[config.mk]
export PLATFORM = sky130hd
export DESIGN_NAME = wcd_ctrl
export DESIGN_NICKNAME = d
export VERILOG_FILES = /design/src/wcd_pkg.sv /design/src/wcd_ctrl.sv
export SDC_FILE = /design/constraint.sdc
export NUM_CORES = 1
export LEC_CHECK = 0
export BUFFER_PORTS_ARGS = -buffer_cell sky130_fd_sc_hd__buf_4
export CAP_MARGIN = 20
export CORE_AREA = 3 3 40 42
export CTS_BUF_LIST = sky130_fd_sc_hd__clkbuf_4 sky130_fd_sc_hd__clkbuf_8
export DETAILED_ROUTE_END_ITERATION = 16
export DIE_AREA = 0 0 43 45
export HOLD_SLACK_MARGIN = 0.15
export REMOVE_ABC_BUFFERS = 1
export SKIP_LAST_GASP = 1
export SLEW_MARGIN = 20
export SYNTH_ARGS = -nofsm -noshare
export SYNTH_HDL_FRONTEND = slang
export SYNTH_SLANG_ARGS = --single-unit
[constraint.sdc]
create_clock -name clk -period 1.33 [get_ports clk]
set_clock_uncertainty 0.15 [all_clocks]
set_input_delay 0.266 -clock clk [delete_from_list [all_inputs] [get_ports clk]]
set_output_delay 0.266 -clock clk [all_outputs]
set_load 0.02 [all_outputs]
[src/wcd_pkg.sv]
// Package for the windowed convergence detector.
// Holds the controller states, the command and status bundles and fixed constants.
// No dependencies.
`timescale 1ns / 1ps

package wcd_pkg;

  localparam int WW_BITS      = 9;
  localparam int THR_BITS     = 16;
  localparam int CFG_DATA_W   = 16;
  localparam int CFG_INDEX_W  = 1;
  localparam int IN_W         = 32;
  localparam int MEAN_W       = 32;
  localparam int OUT_W        = 40;
  localparam int REL_SHIFT    = 17;

  localparam logic [CFG_INDEX_W-1:0] REG_WINDOW_WIDTH     = 1'b0;
  localparam logic [CFG_INDEX_W-1:0] REG_CHANGE_THRESHOLD = 1'b1;

  localparam logic [WW_BITS-1:0]  WIDTH_RESET  = 9'd5;
  localparam logic [THR_BITS-1:0] THRESH_RESET = 16'd3277;

  typedef enum logic [2:0] {
    S_IDLE,
    S_READ_MID,
    S_READ_OLD,
    S_UPDATE,
    S_PREP,
    S_ITER,
    S_EMIT
  } state_t;

  typedef struct packed {
    logic load;
    logic rd_mid;
    logic rd_old;
    logic update;
    logic prep;
    logic step;
    logic emit;
  } cmd_t;

  typedef struct packed {
    logic iter_last;
    logic out_free;
  } sts_t;

endpackage

[src/wcd_ctrl.sv]
// Controller state machine of the windowed convergence detector.
// Depends on wcd_pkg for the state type and the command and status bundles.
`timescale 1ns / 1ps

module wcd_ctrl (
  input  logic          clk,
  input  logic          rst,
  input  logic          s_tvalid,
  output logic          s_tready,
  input  wcd_pkg::sts_t sts,
  output wcd_pkg::cmd_t cmd
);

  wcd_pkg::state_t state;
  wcd_pkg::state_t state_next;

  always_ff @(posedge clk) begin
    if (rst) begin
      state <= wcd_pkg::S_IDLE;
    end else begin
      state <= state_next;
    end
  end

  always_comb begin
    state_next = state;
    case (state)
      wcd_pkg::S_IDLE: begin
        if (s_tvalid) begin
          state_next = wcd_pkg::S_READ_MID;
        end
      end
      wcd_pkg::S_READ_MID: state_next = wcd_pkg::S_READ_OLD;
      wcd_pkg::S_READ_OLD: state_next = wcd_pkg::S_UPDATE;
      wcd_pkg::S_UPDATE:   state_next = wcd_pkg::S_PREP;
      wcd_pkg::S_PREP:     state_next = wcd_pkg::S_ITER;
      wcd_pkg::S_ITER: begin
        if (sts.iter_last) begin
          state_next = wcd_pkg::S_EMIT;
        end
      end
      wcd_pkg::S_EMIT: begin
        if (sts.out_free) begin
          state_next = wcd_pkg::S_IDLE;
        end
      end
      default: state_next = wcd_pkg::S_IDLE;
    endcase
  end

  always_comb begin
    cmd      = '0;
    s_tready = 1'b0;
    case (state)
      wcd_pkg::S_IDLE: begin
        s_tready = 1'b1;
        cmd.load = s_tvalid;
      end
      wcd_pkg::S_READ_MID: cmd.rd_mid = 1'b1;
      wcd_pkg::S_READ_OLD: cmd.rd_old = 1'b1;
      wcd_pkg::S_UPDATE:   cmd.update = 1'b1;
      wcd_pkg::S_PREP:     cmd.prep   = 1'b1;
      wcd_pkg::S_ITER:     cmd.step   = 1'b1;
      wcd_pkg::S_EMIT:     cmd.emit   = sts.out_free;
      default: cmd = '0;
    endcase
  end

endmodule

==> metrics <==
fmax=684 MHz; CP peak stage delay=0.36 ns; met3 wire length=38 um; largest net degree at the start of global routing=9; fin. max-slew vios=0; Worst setup SP type=flip-flop; Design Area, Final=448 um^2; vias in the first global route=268; Die Width=43 um; clk buf depth=2; Regs by FF count=state: 3 flops; RD Place Congestion=0.701; Mapped Cells=25; Synth area leader=dfxtp_1; total gr overflow=0; met1 wire length=240 um; first-pass GRT wire length=993 um; Die Area=1940 um^2; Post-route DRC=0; area delta synth->final=86.5%; chain of cells forming the critical path=nor3_4, and2_4, buf_6; syn_area_per_cell=9.61 um^2; share of the synthesized area in the top cell type=0.250; CTS Buf Count=3; max cap viols=0; top routing layer used=met3; Worst-path clk slew=0.04 ns; WP data required=0.91 ns; Slew @ Worst Pin=0.191 ns; TritonRoute pass-1 iters=1; top cells by count, synth=dfxtp_1, nor3b_1, and3b_2, nor2_1, nor3_1; failing checks=setup timing; DR WL/cell=9.86 um; site row count=13; GRT Total Usage=0.0707; WL met2=303 um; die height=45 um; I/O pin cnt=13; DRT antenna net count=0; HP Class=input pin to flip-flop; H-tree levels=1; FFs w/ async S/R, synth=0; Critical Path End Type=output pin; setup violators final=8; fin crit period=1.46 ns; Post-synth EDFFs=0; outcome=finished with violations; max FFs per register=3; cell depth of the worst setup path=3; Port Buffers=12; Final Core Density=0.349; fin worst setup slack=-0.133 ns; synthesis-stage register bit count=3; Worst Path Buf+Inv=1; slew margin rel.=0.872; hold depth=3; largest cells by area after synthesis=dfxtp_1, nor3b_1, and3b_2; Avg Vias per Cell=4.22; # diodes=0; WS Path Type=flip-flop to output pin; Cell Area, Placed=342 um^2; core area=1280 um^2; commonest register cell after synthesis=dfxtp_1; delay-heaviest family, CP=flip-flops; CTS tree=yes; hold slack final=0.181 ns; path depth of the worst reg2reg path=3; peak supply drop=0.000284 V; via count=249; share of cells above drive strength 1=0.705; crit path DAT=1.05 ns; root buf cell=clkbuf_4; RSZ-0062 raised after global routing=true; Routed WL=582 um; final setup TNS=-0.538 ns; period utilisation layout=1.10; initial antenna violation count=0; sequential element share of the synthesized area=0.250; Synth cell types=18; pwr/cell area=1120 nW/um^2; P_leak=0.216 nW; crit-path max FO=8; number of warnings issued by yosys=0; DRT iter0 DRCs=0; # nets final=50; cell area after synthesis=240 um^2; Initial Util=0.187; Skew-Pair Late Insertion Delay=0.23 ns; critical path's slowest cell=dfxtp_4; Largest Register=state; Fin. Hold Viols=0; clk sinks=3
-- where the power goes --
group / switching, mW / internal, mW / leakage, nW / total [mW]
logic: 0.0872 / 0.113 / 0.171 / 0.200
clock network: 0.0438 / 0.133 / 0.0184 / 0.176
registers: 0.0239 / 0.103 / 0.0267 / 0.127
total: 0.155 / 0.348 / 0.216 / 0.503
-- metal layers --
layer,track usage,vias to the layer above
met5,0,-
met4,0.0723,0
met3,0.0159,0
met2,0.114,7
met1,0.0745,112
li1,-,130
-- worst min-delay path, stage by stage --
cell	delay, ns
buf_4	0.09
o211a_1	0.12
nor3_1	0.04
-- layout by cell type, fill, tap and decap left out, types with 2 or more instances in the layout --
cell and count:
and3b_2 2, nor2_1 2, dlygate4sd3_1 2, dfxtp_4 3, buf_6 5, buf_4 11, clkbuf_4 4, nor3b_1 2
-- repair_timing --
| item | 4_1_cts | 5_1_grt |
|---|---|---|
| resized for setup | 14 | 1 |
| hold buffers | 2 | 0 |
| pin swaps | 2 | 0 |
| setup endpoints to repair | 8 | 8 |
| gates cloned | 0 | 0 |
| endpoints found under the hold margin | 3 | 0 |
| buffers inserted | 1 | 0 |
-- final timing paths --
| path | endpoint | slack, ns | from |
|---|---|---|---|
| worst max-delay path | cmd[6] | -0.13 | state[0] |
| worst min-delay path | state[2] | 0.18 | sts[0] |
| worst max register to register | state[0] | 0.19 | state[1] |
| worst min register to register | state[1] | 0.48 | state[2] |
-- cell type report --
| cell class | count | area (um^2) |
|---|---|---|
| Fill cell | 144 | 837 |
| Timing Repair Buffer | 18 | 159 |
| Multi-Input combinational cell | 18 | 165 |
| Inverter | 1 | 3.75 |
| Sequential cell | 3 | 71.3 |
| Tap cell | 15 | 18.8 |
| Clock buffer | 4 | 30.0 |
-- stage by stage --
| step | power [mW] | cells | setup slack, ns |
|---|---|---|---|
| final | 0.503 | 59 | -0.133 |
| after global routing | 0.535 | 59 | -0.174 |
| after CTS | 0.509 | 59 | -0.134 |
| after detailed placement | 0.281 | 52 | 0.0204 |
| after global placement | 0.280 | 52 | 0.0571 |
| after floorplan | 0.206 | 22 | -0.376 |
-- cells by family after synthesis --
group / after synthesis / share of synthesized area
compound gates: 5 / 0.208
xor+xnor: 1 / 0.0365
buf+inv: 4 / 0.141
flops: 3 / 0.250
mux: 1 / 0.0417
simple gates: 11 / 0.323
(Power assumes the default switching activity.)
